## src/rtl/sfe_pkg.sv

```systemverilog
// Shared constants, types and register codes of the SBUS frame encoder.
package sfe_pkg;

	localparam int NumRaw    = 10;              // raw channels per item
	localparam int NumCh     = 16;              // channels per frame
	localparam int ChW       = 11;              // channel width
	localparam int ByteW     = 8;
	localparam int FrameLen  = 25;
	localparam int RawIdxW   = $clog2(NumRaw + 1);
	localparam int ByteCntW  = $clog2(FrameLen);
	localparam int ProdW     = ByteW + ChW + 2; // signed raw times signed span
	localparam int MagW      = ByteW + ChW;     // |raw * span| < 2^MagW
	localparam int CfgIdxW   = 3;
	localparam int CfgDataW  = ChW;
	localparam int QDepth    = 2;
	localparam int QPtrW     = $clog2(QDepth);
	localparam int QCntW     = $clog2(QDepth + 1);
	localparam int RawFull   = 255;

	localparam logic [ByteCntW-1:0] HeaderIdx = ByteCntW'(0);
	localparam logic [ByteCntW-1:0] FlagIdx   = ByteCntW'(FrameLen - 2);
	localparam logic [ByteCntW-1:0] FooterIdx = ByteCntW'(FrameLen - 1);

	localparam logic [ByteW-1:0] FlagFrameLost = ByteW'(1 << 2);
	localparam logic [ByteW-1:0] FlagFailsafe  = ByteW'(1 << 3);

	localparam logic [ChW-1:0]   MinRst    = ChW'(172);
	localparam logic [ChW-1:0]   MaxRst    = ChW'(1811);
	localparam logic [ChW-1:0]   MidRst    = ChW'(992);
	localparam logic [ByteW-1:0] HeaderRst = ByteW'(15);
	localparam logic [ByteW-1:0] FooterRst = ByteW'(0);

	typedef enum logic [CfgIdxW-1:0] {
		REG_MIN    = 3'd0,
		REG_MAX    = 3'd1,
		REG_MID    = 3'd2,
		REG_HEADER = 3'd3,
		REG_FOOTER = 3'd4
	} cfg_reg_t;

	typedef struct packed {
		logic [ChW-1:0]   scaled_min;
		logic [ChW-1:0]   scaled_max;
		logic [ChW-1:0]   scaled_mid;
		logic [ByteW-1:0] header_byte;
		logic [ByteW-1:0] footer_byte;
	} sfe_cfg_t;

	// Channel k sits at bits 11k..11k+10: the packed order is the wire order.
	typedef struct packed {
		logic                      lost;
		logic [NumCh-1:0][ChW-1:0] ch;
	} sfe_item_t;

endpackage

```

## src/rtl/sfe_if.sv

```systemverilog
// Handshake interfaces of the SBUS frame encoder: input items, frame bytes, config writes.
interface sfe_cmd_if;
	import sfe_pkg::*;
	logic             valid;
	logic             ready;
	logic [ByteW-1:0] channel_1;
	logic [ByteW-1:0] channel_2;
	logic [ByteW-1:0] channel_3;
	logic [ByteW-1:0] channel_4;
	logic [ByteW-1:0] channel_5;
	logic [ByteW-1:0] channel_6;
	logic [ByteW-1:0] channel_7;
	logic [ByteW-1:0] channel_8;
	logic [ByteW-1:0] channel_9;
	logic [ByteW-1:0] channel_10;
	logic             link_lost;
	modport source (output valid, channel_1, channel_2, channel_3, channel_4, channel_5,
		channel_6, channel_7, channel_8, channel_9, channel_10, link_lost, input ready);
	modport sink (input valid, channel_1, channel_2, channel_3, channel_4, channel_5,
		channel_6, channel_7, channel_8, channel_9, channel_10, link_lost, output ready);
endinterface

interface sfe_frame_if;
	import sfe_pkg::*;
	logic             valid;
	logic             ready;
	logic [ByteW-1:0] frame_byte;
	logic             last_byte;
	modport source (output valid, frame_byte, last_byte, input ready);
	modport sink (input valid, frame_byte, last_byte, output ready);
endinterface

interface sfe_cfg_if;
	import sfe_pkg::*;
	logic                valid;
	logic                ready;
	logic [CfgIdxW-1:0]  index;
	logic [CfgDataW-1:0] data;
	modport source (output valid, index, data, input ready);
	modport sink (input valid, index, data, output ready);
endinterface

```

## src/rtl/sfe_front.sv

```systemverilog
// Front end: takes an item, scales the raw channels through a shared 3-stage unit.
module sfe_front (
	input  logic                 clk,
	input  logic                 arst_n,
	sfe_cmd_if.sink              cmd,
	input  sfe_pkg::sfe_cfg_t    cfg,
	output logic                 push_valid,
	input  logic                 push_ready,
	output sfe_pkg::sfe_item_t   push_item
);
	import sfe_pkg::*;

	logic                           busy_q;
	logic                           pend_q;
	logic [RawIdxW-1:0]             iss_q;
	logic                           lost_q;
	logic [NumRaw-1:0][ByteW-1:0]   raw_q;
	logic [NumRaw-1:0][ChW-1:0]     ch_q;
	logic [NumRaw-1:0][ByteW-1:0]   cmd_raw;

	logic                           v_s1;
	logic [RawIdxW-1:0]             idx_s1;
	logic signed [ProdW-1:0]        p_s1;
	logic                           v_s2;
	logic [RawIdxW-1:0]             idx_s2;
	logic                           neg_s2;
	logic [MagW-1:0]                m_s2;
	logic [ChW-1:0]                 qe_s2;

	logic                           accept;
	logic                           issue;
	logic signed [ByteW:0]          xs_w;
	logic signed [ChW:0]            span_w;
	logic signed [ProdW-1:0]        prod_w;
	logic [ProdW-1:0]               mag_w;
	logic [MagW+ByteW-1:0]          est_w;
	logic [MagW-1:0]                qmul_w;
	logic [MagW-1:0]                rem_w;
	logic [ChW-1:0]                 q_w;
	logic [ChW-1:0]                 val_w;

	assign cmd_raw[0] = cmd.channel_1;
	assign cmd_raw[1] = cmd.channel_2;
	assign cmd_raw[2] = cmd.channel_3;
	assign cmd_raw[3] = cmd.channel_4;
	assign cmd_raw[4] = cmd.channel_5;
	assign cmd_raw[5] = cmd.channel_6;
	assign cmd_raw[6] = cmd.channel_7;
	assign cmd_raw[7] = cmd.channel_8;
	assign cmd_raw[8] = cmd.channel_9;
	assign cmd_raw[9] = cmd.channel_10;

	assign cmd.ready = !busy_q;
	assign accept    = cmd.valid && !busy_q;
	assign issue     = busy_q && (iss_q < RawIdxW'(NumRaw));

	// stage 1: signed raw * span
	always_comb begin
		xs_w   = $signed({1'b0, raw_q[iss_q]});
		span_w = $signed({1'b0, cfg.scaled_max}) - $signed({1'b0, cfg.scaled_min});
		prod_w = xs_w * span_w;
	end

	// stage 2: magnitude, quotient estimate m*257 >> 16 (low by at most one)
	always_comb begin
		mag_w = p_s1[ProdW-1] ? ProdW'(-p_s1) : ProdW'(p_s1);
		est_w = {ByteW'(0), mag_w[MagW-1:0]} + {mag_w[MagW-1:0], ByteW'(0)};
	end

	// stage 3: one correction step, then apply sign around scaled_min
	always_comb begin
		qmul_w = {qe_s2, ByteW'(0)} - MagW'(qe_s2);
		rem_w  = m_s2 - qmul_w;
		q_w    = qe_s2 + ChW'(rem_w >= MagW'(RawFull));
		val_w  = neg_s2 ? (cfg.scaled_min - q_w) : (cfg.scaled_min + q_w);
	end

	always_ff @(posedge clk or negedge arst_n) begin
		if (!arst_n) begin
			busy_q <= 1'b0;
			pend_q <= 1'b0;
			iss_q  <= '0;
			v_s1   <= 1'b0;
			v_s2   <= 1'b0;
		end else begin
			v_s1 <= issue;
			v_s2 <= v_s1;
			if (accept) begin
				busy_q <= 1'b1;
				iss_q  <= '0;
			end else if (issue) begin
				iss_q <= iss_q + RawIdxW'(1);
			end
			if (v_s2 && idx_s2 == RawIdxW'(NumRaw - 1))
				pend_q <= 1'b1;
			if (pend_q && push_ready) begin
				pend_q <= 1'b0;
				busy_q <= 1'b0;
			end
		end
	end

	always_ff @(posedge clk) begin
		if (accept) begin
			raw_q  <= cmd_raw;
			lost_q <= cmd.link_lost;
		end
		idx_s1 <= iss_q;
		p_s1   <= prod_w;
		idx_s2 <= idx_s1;
		neg_s2 <= p_s1[ProdW-1];
		m_s2   <= mag_w[MagW-1:0];
		qe_s2  <= est_w[2*ByteW +: ChW];
		if (v_s2)
			ch_q[idx_s2] <= val_w;
	end

	assign push_valid = pend_q;

	always_comb begin
		push_item.lost = lost_q;
		for (int k = 0; k < NumCh; k++) begin
			if (k < NumRaw && !lost_q)
				push_item.ch[k] = ch_q[k];
			else
				push_item.ch[k] = cfg.scaled_mid;
		end
	end

endmodule

```

## src/rtl/sfe_queue.sv

```systemverilog
// Two-entry queue of scaled items between front and back end.
module sfe_queue (
	input  logic                 clk,
	input  logic                 arst_n,
	input  logic                 push_valid,
	output logic                 push_ready,
	input  sfe_pkg::sfe_item_t   push_item,
	output logic                 pop_valid,
	input  logic                 pop_ready,
	output sfe_pkg::sfe_item_t   pop_item
);
	import sfe_pkg::*;

	sfe_item_t          mem_q [QDepth];
	logic [QPtrW-1:0]   wr_q;
	logic [QPtrW-1:0]   rd_q;
	logic [QCntW-1:0]   cnt_q;
	logic               do_push;
	logic               do_pop;

	assign push_ready = cnt_q != QCntW'(QDepth);
	assign pop_valid  = cnt_q != '0;
	assign do_push    = push_valid && push_ready;
	assign do_pop     = pop_valid && pop_ready;
	assign pop_item   = mem_q[rd_q];

	always_ff @(posedge clk or negedge arst_n) begin
		if (!arst_n) begin
			wr_q  <= '0;
			rd_q  <= '0;
			cnt_q <= '0;
		end else begin
			if (do_push)
				wr_q <= wr_q + QPtrW'(1);
			if (do_pop)
				rd_q <= rd_q + QPtrW'(1);
			if (do_push && !do_pop)
				cnt_q <= cnt_q + QCntW'(1);
			else if (do_pop && !do_push)
				cnt_q <= cnt_q - QCntW'(1);
		end
	end

	always_ff @(posedge clk) begin
		if (do_push)
			mem_q[wr_q] <= push_item;
	end

endmodule

```

## src/rtl/sfe_back.sv

```systemverilog
// Back end: serializes one queued item into a 25-byte frame through an output register.
module sfe_back (
	input  logic                 clk,
	input  logic                 arst_n,
	input  sfe_pkg::sfe_cfg_t    cfg,
	input  logic                 pop_valid,
	output logic                 pop_ready,
	input  sfe_pkg::sfe_item_t   pop_item,
	sfe_frame_if.source          frame
);
	import sfe_pkg::*;

	logic                        active_q;
	logic [ByteCntW-1:0]         cnt_q;
	logic [NumCh*ChW-1:0]        sh_q;
	logic                        lost_q;
	logic                        ovalid_q;
	logic [ByteW-1:0]            byte_q;
	logic                        last_q;
	logic                        advance;
	logic                        emit;
	logic                        load;

	assign advance   = !ovalid_q || frame.ready;
	assign emit      = advance && active_q;
	// refill on the footer so frames run back to back
	assign pop_ready = !active_q || (emit && cnt_q == FooterIdx);
	assign load      = pop_valid && pop_ready;

	always_ff @(posedge clk or negedge arst_n) begin
		if (!arst_n) begin
			active_q <= 1'b0;
			cnt_q    <= '0;
			ovalid_q <= 1'b0;
		end else begin
			if (advance)
				ovalid_q <= active_q;
			if (load) begin
				active_q <= 1'b1;
				cnt_q    <= HeaderIdx;
			end else if (emit) begin
				cnt_q <= cnt_q + ByteCntW'(1);
				if (cnt_q == FooterIdx)
					active_q <= 1'b0;
			end
		end
	end

	always_ff @(posedge clk) begin
		if (emit) begin
			last_q <= 1'b0;
			unique case (cnt_q)
				HeaderIdx: byte_q <= cfg.header_byte;
				FlagIdx:   byte_q <= lost_q ? (FlagFrameLost | FlagFailsafe) : '0;
				FooterIdx: begin
					byte_q <= cfg.footer_byte;
					last_q <= 1'b1;
				end
				default:   byte_q <= sh_q[ByteW-1:0];
			endcase
		end
		if (load) begin
			sh_q   <= pop_item.ch;
			lost_q <= pop_item.lost;
		end else if (emit && cnt_q != HeaderIdx && cnt_q != FlagIdx && cnt_q != FooterIdx) begin
			sh_q <= sh_q >> ByteW;
		end
	end

	assign frame.valid      = ovalid_q;
	assign frame.frame_byte = byte_q;
	assign frame.last_byte  = last_q;

`ifndef ASSERT_OFF
	a_cnt_range: assert property (@(posedge clk) disable iff (!arst_n)
		active_q |-> cnt_q <= FooterIdx)
		else $error("byte counter out of frame");
	a_footer_last: assert property (@(posedge clk) disable iff (!arst_n)
		(emit && cnt_q == FooterIdx) |=> (ovalid_q && last_q))
		else $error("footer not marked last");
	a_load_start: assert property (@(posedge clk) disable iff (!arst_n)
		load |=> (active_q && cnt_q == HeaderIdx))
		else $error("loaded item does not start at header");
	// an idle serializer may still load the next item while its last byte waits
	a_hold_stall: assert property (@(posedge clk) disable iff (!arst_n)
		(active_q && ovalid_q && !frame.ready) |=> (cnt_q == $past(cnt_q)))
		else $error("frame advanced during output stall");
`endif

endmodule

```

## src/rtl/sbus_frame_encoder.sv

```systemverilog
// SBUS frame encoder top level: configuration registers, front end, queue, back end.
// Throughput: one frame byte per cycle while the byte output is not stalled; the back end
// byte serializer sets this, the front scales its ten channels in turn.
// Back pressure on the byte output stalls the serializer; the queue holds two items.
// Reset (arst_n low, asynchronous) empties the pipeline and loads register defaults.
module sbus_frame_encoder (
	input  logic        clk,
	input  logic        arst_n,
	sfe_cmd_if.sink     cmd,
	sfe_frame_if.source frame,
	sfe_cfg_if.sink     cfg
);
	import sfe_pkg::*;

	sfe_cfg_t   cfg_q;
	logic       push_valid;
	logic       push_ready;
	sfe_item_t  push_item;
	logic       pop_valid;
	logic       pop_ready;
	sfe_item_t  pop_item;

	// config writes are always taken; unknown indexes fall through
	assign cfg.ready = 1'b1;

	always_ff @(posedge clk or negedge arst_n) begin
		if (!arst_n) begin
			cfg_q.scaled_min  <= MinRst;
			cfg_q.scaled_max  <= MaxRst;
			cfg_q.scaled_mid  <= MidRst;
			cfg_q.header_byte <= HeaderRst;
			cfg_q.footer_byte <= FooterRst;
		end else if (cfg.valid) begin
			unique case (cfg_reg_t'(cfg.index))
				REG_MIN:    cfg_q.scaled_min  <= cfg.data[ChW-1:0];
				REG_MAX:    cfg_q.scaled_max  <= cfg.data[ChW-1:0];
				REG_MID:    cfg_q.scaled_mid  <= cfg.data[ChW-1:0];
				REG_HEADER: cfg_q.header_byte <= cfg.data[ByteW-1:0];
				REG_FOOTER: cfg_q.footer_byte <= cfg.data[ByteW-1:0];
				default:    ;
			endcase
		end
	end

	// front: latch item, scale channels 1..10 one per cycle, fill the rest (all of them when the link is lost) with mid
	sfe_front u_front (
		.clk        (clk),
		.arst_n     (arst_n),
		.cmd        (cmd),
		.cfg        (cfg_q),
		.push_valid (push_valid),
		.push_ready (push_ready),
		.push_item  (push_item)
	);

	// decouples scaling from byte output
	sfe_queue u_queue (
		.clk        (clk),
		.arst_n     (arst_n),
		.push_valid (push_valid),
		.push_ready (push_ready),
		.push_item  (push_item),
		.pop_valid  (pop_valid),
		.pop_ready  (pop_ready),
		.pop_item   (pop_item)
	);

	// back: header, 22 packed channel bytes, flags, footer
	sfe_back u_back (
		.clk       (clk),
		.arst_n    (arst_n),
		.cfg       (cfg_q),
		.pop_valid (pop_valid),
		.pop_ready (pop_ready),
		.pop_item  (pop_item),
		.frame     (frame)
	);

endmodule

```

## src/flat_wrapper.sv

```systemverilog
// flat-port wrapper written by rule: the top's interface ports become plain ports
module sbus_frame_encoder_flat import sfe_pkg::*;
  (clk, arst_n, cmd_valid, cmd_channel_1, cmd_channel_2, cmd_channel_3, cmd_channel_4, cmd_channel_5, cmd_channel_6, cmd_channel_7, cmd_channel_8, cmd_channel_9, cmd_channel_10, cmd_link_lost, cmd_ready, frame_valid, frame_frame_byte, frame_last_byte, frame_ready, cfg_valid, cfg_index, cfg_data, cfg_ready);
  sfe_cmd_if cmd_i ();
  sfe_frame_if frame_i ();
  sfe_cfg_if cfg_i ();
  input  logic clk;
  input  logic arst_n;
  input wire logic [$bits(cmd_i.valid)-1:0] cmd_valid;
  input wire logic [$bits(cmd_i.channel_1)-1:0] cmd_channel_1;
  input wire logic [$bits(cmd_i.channel_2)-1:0] cmd_channel_2;
  input wire logic [$bits(cmd_i.channel_3)-1:0] cmd_channel_3;
  input wire logic [$bits(cmd_i.channel_4)-1:0] cmd_channel_4;
  input wire logic [$bits(cmd_i.channel_5)-1:0] cmd_channel_5;
  input wire logic [$bits(cmd_i.channel_6)-1:0] cmd_channel_6;
  input wire logic [$bits(cmd_i.channel_7)-1:0] cmd_channel_7;
  input wire logic [$bits(cmd_i.channel_8)-1:0] cmd_channel_8;
  input wire logic [$bits(cmd_i.channel_9)-1:0] cmd_channel_9;
  input wire logic [$bits(cmd_i.channel_10)-1:0] cmd_channel_10;
  input wire logic [$bits(cmd_i.link_lost)-1:0] cmd_link_lost;
  output wire logic [$bits(cmd_i.ready)-1:0] cmd_ready;
  output wire logic [$bits(frame_i.valid)-1:0] frame_valid;
  output wire logic [$bits(frame_i.frame_byte)-1:0] frame_frame_byte;
  output wire logic [$bits(frame_i.last_byte)-1:0] frame_last_byte;
  input wire logic [$bits(frame_i.ready)-1:0] frame_ready;
  input wire logic [$bits(cfg_i.valid)-1:0] cfg_valid;
  input wire logic [$bits(cfg_i.index)-1:0] cfg_index;
  input wire logic [$bits(cfg_i.data)-1:0] cfg_data;
  output wire logic [$bits(cfg_i.ready)-1:0] cfg_ready;
  assign cmd_i.valid = cmd_valid;
  assign cmd_i.channel_1 = cmd_channel_1;
  assign cmd_i.channel_2 = cmd_channel_2;
  assign cmd_i.channel_3 = cmd_channel_3;
  assign cmd_i.channel_4 = cmd_channel_4;
  assign cmd_i.channel_5 = cmd_channel_5;
  assign cmd_i.channel_6 = cmd_channel_6;
  assign cmd_i.channel_7 = cmd_channel_7;
  assign cmd_i.channel_8 = cmd_channel_8;
  assign cmd_i.channel_9 = cmd_channel_9;
  assign cmd_i.channel_10 = cmd_channel_10;
  assign cmd_i.link_lost = cmd_link_lost;
  assign cmd_ready = cmd_i.ready;
  assign frame_valid = frame_i.valid;
  assign frame_frame_byte = frame_i.frame_byte;
  assign frame_last_byte = frame_i.last_byte;
  assign frame_i.ready = frame_ready;
  assign cfg_i.valid = cfg_valid;
  assign cfg_i.index = cfg_index;
  assign cfg_i.data = cfg_data;
  assign cfg_ready = cfg_i.ready;
  sbus_frame_encoder u_core (.clk(clk), .arst_n(arst_n), .cmd(cmd_i), .frame(frame_i), .cfg(cfg_i));
endmodule
```

## config.mk

```make
export PLATFORM = sky130hd
export DESIGN_NAME = sbus_frame_encoder_flat
export DESIGN_NICKNAME = d
export VERILOG_FILES = /design/src/rtl/sfe_pkg.sv /design/src/rtl/sfe_if.sv /design/src/rtl/sfe_front.sv /design/src/rtl/sfe_queue.sv /design/src/rtl/sfe_back.sv /design/src/rtl/sbus_frame_encoder.sv /design/src/flat_wrapper.sv
export SDC_FILE = /design/constraint.sdc
export NUM_CORES = 1
export LEC_CHECK = 0
export BUFFER_PORTS_ARGS = -buffer_cell sky130_fd_sc_hd__buf_2
export CAP_MARGIN = 10
export CORE_ASPECT_RATIO = 1.5
export CORE_UTILIZATION = 50
export DETAILED_ROUTE_END_ITERATION = 8
export PLACE_DENSITY = 0.66
export SLEW_MARGIN = 20
export SYNTH_ARGS = -nofsm -noshare
export SYNTH_HDL_FRONTEND = slang
export SYNTH_SLANG_ARGS = --single-unit
```

## constraint.sdc

```tcl
create_clock -name clk -period 8.6 [get_ports clk]
set_input_delay 1.29 -clock clk [delete_from_list [all_inputs] [get_ports clk]]
set_output_delay 1.29 -clock clk [all_outputs]
set_load 0.1 [all_outputs]
```

# [Word-level counts from Yosys, hierarchy flattened]
# Memory sizes are Yosys's and may differ from the RTL's.
# Index checks and enable logic that the tools add are counted.
[word_totals] register_bits=505 mem_bits_rw=354 inputBits=100 out_inout_bits=12 elab_cells=152 mem_count=1
[mem_list] name="u_core.u_queue.mem_q" depth=2 word_bits=177 read_ports=1 rd_ports_with_merged_regs=0 wr=1 line="sfe_queue.sv:14" source="sfe_item_t mem_q [QDepth];"
[op_classes] addsub=14 mul=1 magnitude_cmp=5 n_eq_ne=10 muxes=37 reduce_logical=37
[ops] cell="2-to-1 mux 176 bit" count=2
[ops] cell="2-to-1 mux 11 bit" count=12
[ops] cell="bitwise mux 110 bit" count=1
[ops] cell="demux 11 bit (select 4 bit)" count=1
[ops] cell="binary-select mux 8 bit (select 4 bit)" count=1
[ops] cell="adder 19 x 27 -> 27 bit" count=1
[ops] cell="one-hot mux 8 bit (3 select lines)" count=1
[ops] cell="multiplier 9 x 12 -> 21 bit" count=1
[ops] cell="greater-or-equal comparator 19 x 8 -> 1 bit (second input constant)" count=1
[ops] cell="2-to-1 mux 19 bit" count=1
[ops] cell="negation 19 bit" count=1
[ops] cell="subtractor 19 x 11 -> 19 bit" count=1
[ops] cell="subtractor 19 bit" count=1
[ops] cell="nonzero test 2 bit" count=8
[ops] cell="logical AND 1 bit" count=13
[ops] cell="2-to-1 mux 4 bit" count=3
[ops] cell="AND reduction 2 bit" count=6
[ops] cell="subtractor 11 x 11 -> 12 bit" count=1
[ops] cell="adder 11 x 1 -> 11 bit" count=1
[ops] cell="adder 11 bit" count=1
[ops] cell="subtractor 11 bit" count=1
[ops] cell="equality test 5 bit (second input constant)" count=2
[ops] cell="less-than comparator 4 x 5 -> 1 bit (second input constant)" count=2
[ops] cell="2-to-1 mux 1 bit" count=10
[ops] cell="other kinds (21)" count=31

# [Logic depth before layout (Yosys ltp)]
[logic_depth] word_depth=9 depth_mapped=27 depth_no_buf=27

# [Modules after synthesis]
# From an unflattened synthesis, not the netlist that was laid out.
[unflattened] hier_cells=2712 hier_area_um2=40568.9
[by_module_without_submodules] module="sfe_front" n_inst=1 cells_per_inst=1571 area_per_inst_um2=16507.1 seq_area_each_um2=7116.8
[by_module_without_submodules] module="sfe_queue" n_inst=1 cells_per_inst=569 area_per_inst_um2=13390.3 seq_area_each_um2=10730.3
[by_module_without_submodules] module="sfe_back" n_inst=1 cells_per_inst=463 area_per_inst_um2=8664.6 seq_area_each_um2=5760.5
[by_module_without_submodules] module="sbus_frame_encoder" n_inst=1 cells_per_inst=109 area_per_inst_um2=2006.9 seq_area_each_um2=1249.9

# [Worst setup path before layout]
# OpenSTA, ideal clock, no wires.
[synth_timing] kind="input port to flip-flop" start="input port frame_ready" end="register u_core.u_back.sh_q[0], enable pin" setup_ps=1430 t_arrival_ps=5307 setup_slack_ps=1862 path_stages=7 cell_sequence="nand2b_1 > nand2_1 > nand2_1 > o21ai_1 > clkbuf_1 > buf_1 > nand2_1"
[synth_between] elab_chain_cells=6 word_cells_on_any_way=9
[synth_lines] item="start, declared" line="flat_wrapper.sv:25" source="input wire logic [$bits(frame_i.ready)-1:0] frame_ready;"
[synth_lines] item="logical OR 1 bit *" line="sfe_back.sv:24" source="assign advance = !ovalid_q || frame.ready;"
[synth_lines] item="logical AND 1 bit *" line="sfe_back.sv:25" source="assign emit = advance && active_q;"
[synth_lines] item="logical AND 1 bit, on equally long branches" line="sfe_back.sv:65, sfe_back.sv:27"
[synth_lines] item="logical AND 1 bit or logical OR 1 bit (tied branches)" line="sfe_back.sv:65, sfe_back.sv:27"
[synth_lines] item="logical AND 1 bit, on equally long branches" line="sfe_back.sv:65, sfe_back.sv:28"
[synth_lines] item="nonzero test 2 bit (no line) *"
[synth_lines] item="end signal, assigned" line="sfe_back.sv:63" source="sh_q <= pop_item.ch;"
[synth_lines] item="end signal, assigned" line="sfe_back.sv:66" source="sh_q <= sh_q >> ByteW;"
[synth_lines] item="end, declared" line="sfe_back.sv:15" source="logic [NumCh*ChW-1:0] sh_q;"
# Every way passes the cells marked *; elsewhere a longest branch is shown, timed or not.
# A chain may end at the register's enable or synchronous reset.

# [Worst setup path after layout]
[layout_timing] start="register u_core.cfg_q[39] (netlist bit)" end="register u_core.u_front.p_s1[20]"
[layout_between] elab_chain_cells=2
[layout_lines] item="start, declared" line="sbus_frame_encoder.sv:15" source="sfe_cfg_t cfg_q;"
[layout_lines] item="subtractor 11 x 11 -> 12 bit" line="sfe_front.sv:60" source="span_w = $signed({1'b0, cfg.scaled_max}) - $signed({1'b0, cfg.scaled_min});"
[layout_lines] item="multiplier 9 x 12 -> 21 bit" line="sfe_front.sv:61" source="prod_w = xs_w * span_w;"
[layout_lines] item="net u_core.u_front.prod_w[20]" line="sfe_front.sv:34" source="logic signed [ProdW-1:0] prod_w;"
[layout_lines] item="end signal, assigned" line="sfe_front.sv:109" source="p_s1 <= prod_w;"
[layout_lines] item="end, declared" line="sfe_front.sv:23" source="logic signed [ProdW-1:0] p_s1;"
# The timed path passes the listed nets, and every way through them passes these cells.

==> impl_metrics.tcl <==
set metrics [dict create \
    core_region_area_mm2 0.0669 \
    routedWlPerCell_um 20.5 \
    post_synth.cell_area_avg_um2 13.3 \
    vias_per_cell 5.46 \
    fin_skew_ns 0.0338 \
    netlist_instances 2555 \
    port_buffers 110 \
    tightest_slew_ns 1.15 \
    final_common_cell "edfxtp_1" \
    syn_to_final_growth_pct 12.1 \
    gp_congestion 0.890 \
    drive_gt1_share_pct 12.9 \
    grtUsageMet2_pct 40.1 \
    tns_ns 0 \
    critical_path_class "reg2reg" \
    drc 0 \
    final_max_slew_viol_count 0 \
    status "finished, final reports clean" \
    grt_max_degree 177 \
    synth-compound-area-share_pct 7.83 \
    ys.flop_type "edfxtp_1" \
    clock.fmax_mhz 143 \
    yosysUniqueCellTypes 69 \
    die-area_mm2 0.0690 \
    period_minus_slack_ns 6.97 \
    hold_viol_final 0 \
    layout_common_cells "edfxtp_1 (621), inv_1 (310), nor2_1 (229)" \
    yosys.area_share.simple_pct 6.14 \
    slew_headroom_pct 22.6 \
    cts_tree "built" \
    grt_setup_unrepaired "no" \
    rows 116 \
    met1_usage_pct 25.0 \
    synthMuxAreaShare_pct 6.44 \
    hold_path.class "reg2reg" \
    dp_hpwl_mm 50.0 \
    worstPathMaxFanout 10 \
    drt_first_pass_iters 5 \
    ys_seq_area_share_pct 63.4 \
    finalCritPeriodShare_pct 81.1 \
    initial_core_util_pct 50.8 \
    nets 2974 \
    crit_buf_inv 4 \
    cp_slowest_stage_delay_ns 0.59 \
    grt-ovfl-total 0 \
    clock_sinks 748 \
    drt_iter0_markers 1333 \
    clock_path_buffers 3 \
    synth_area_mm2 0.0340 \
    drv_cap 0 \
    required_ns 9.15 \
    grt_pass1_wl_mm 114 \
    die_h_um 321 \
    post_cts_resized 0 \
    syn_nets 2851 \
    synth_edf_count 621 \
    async_flop_share_pct 9.09 \
    global_route.usage.met3_pct 3.31 \
    cp_slowest_cell "fa_1" \
    synth_warnings 0 \
    clk_pin_slew_worst_paths_ns 0.07 \
    synth-seq-cells 748 \
    finalSetupViolations 0 \
    cts.htree.levels 3 \
    synth_top_family_by_area "adder cells" \
    synth_xor_area_share_pct 2.63 \
    cts_hold_buf 0 \
    yosys.area_share.adder_pct 9.05 \
    track_usage_pct 21.9 \
    antenna_found_initial 6 \
    die_x_um 215 \
    root_buffer "clkbuf_16" \
    fin_hold_ws_ns 0.325 \
    path_delay_family "adder cells" \
    end_kind "flip-flop" \
    boundaryPins 112 \
    grt.busiest_layer "met2" \
    critPathLaunchType "flip-flop" \
    vias 19800 \
    clock_latency_ns 0.64 \
    postCtsSetupBuffers 0 \
    grt_pass1_vias 20400 \
    ant_nets 0 \
    cp.arrival_ns 7.53 \
    routed_wl_mm 74.1 \
    cts_buffers 71 \
]
## metrics by stage
stage | instance area (um^2) | std cells | utilization (%) | setup WS (ns)
after floorplan | 34000 | 2555 | - | 1.86
after global placement | 35600 | 3488 | 53.2 | 1.73
after detailed placement | 35600 | 3488 | 53.2 | 1.64
after CTS | 38000 | 3618 | 56.9 | 1.61
after global routing | 38100 | 3620 | 56.9 | 1.10
final | 38100 | 3622 | 56.9 | 1.63
## flip-flops by register name, summed over array words and instances, names as in the netlist, 2 cells and up
name                            flops
u_core.cfg_q                       49
u_core.u_back.cnt_q                 5
u_core.u_back.frame.frame_byte      8
u_core.u_back.sh_q                176
u_core.u_front.ch_q               110
u_core.u_front.idx_s1               4
u_core.u_front.idx_s2               4
u_core.u_front.iss_q                4
u_core.u_front.m_s2                19
u_core.u_front.p_s1                20
u_core.u_front.qe_s2               11
u_core.u_front.raw_q               80
u_core.u_queue.cnt_q                2
u_core.u_queue.mem_q              244
## worst paths after layout
kind | slack [ns] | startpoint | to | depth (start not counted)
setup / recovery | 1.63 | u_core.cfg_q[39]$_DFFE_PN0P_ | u_core.u_front.p_s1[20]$_DFF_P_ | 25
hold / removal | 0.32 | u_core.u_front.idx_s1[3]$_DFF_P_ | u_core.u_front.idx_s2[3]$_DFF_P_ | 0
setup reg to reg | 1.63 | u_core.cfg_q[39]$_DFFE_PN0P_ | u_core.u_front.p_s1[20]$_DFF_P_ | 25
hold reg to reg | 0.32 | u_core.u_front.idx_s1[3]$_DFF_P_ | u_core.u_front.idx_s2[3]$_DFF_P_ | 0
max in group asynchronous | 7.12 | arst_n | u_core.u_queue.rd_q$_DFFE_PN0P_ | 1
min in group asynchronous | 0.80 | arst_n | u_core.cfg_q[33]$_DFFE_PN0P_ | 1
## routing by layer
metal / vias up / share of wire [%]
li1: 9240 / -
met2: 540 / 53
met1: 9804 / 38
met3: 181 / 4.7
met5: - / 0.062
met4: 8 / 4.4
## Yosys cell counts, types with 3 or more instances
cell type  count  area share, %
or2_2          3          0.055
mux4_2        16            1.1
mux2_2        37            1.2
nand2b_1      37           0.68
and2_1         6           0.11
nor2b_1       16           0.29
o41ai_1        3          0.077
dfstp_2       19            1.5
xor2_1        35           0.90
nor4_1         3          0.055
or3_1          4          0.074
nor2_1       233            2.6
a21o_1        50            1.1
nand3_1       21           0.31
inv_1        311            3.4
dfrtp_1       49            3.6
nor3_1        18           0.27
ha_1         113            4.2
o31a_1         3          0.077
and3_1        10           0.18
o22ai_1        4          0.074
a21oi_1      149            2.2
a2111oi_0      3          0.077
o31ai_1        7           0.15
o21a_1        26           0.57
a222oi_1       6           0.18
fa_1          83            4.9
o22a_1         6           0.15
nand2_1       89           0.98
or4_1          4          0.088
a31oi_1       12           0.22
mux2i_1      141            4.2
o21ai_0      154            2.3
o211ai_1       4          0.088
nand3b_1       3          0.066
nand4_1       10           0.18
xnor2_1       67            1.7
buf_1          9          0.099
edfxtp_1     621             55
dfxtp_1       59            3.5
buf_2          3          0.044
clkbuf_1      73           0.81
## layout make-up
class                   count  area, um^2
flip-flops and latches    748       21600
clock inverters            34         427
repair buffers            137         768
clock buffers              96        2050
diodes                      2        5.00
well taps                 885        1110
fillers                  5322       28800
inverters                 312        1180
multi-input cells        1408       11000
## cells by family after synthesis
kind of cell	Yosys count
compound gates	450
xor+xnor	102
fa+ha+maj	196
buf+inv	399
flops	748
mux	194
other cells	1
simple gates	465
Power is not shown: default switching activity piles up to over one toggle a cycle in this logic, so the estimate is an artifact.
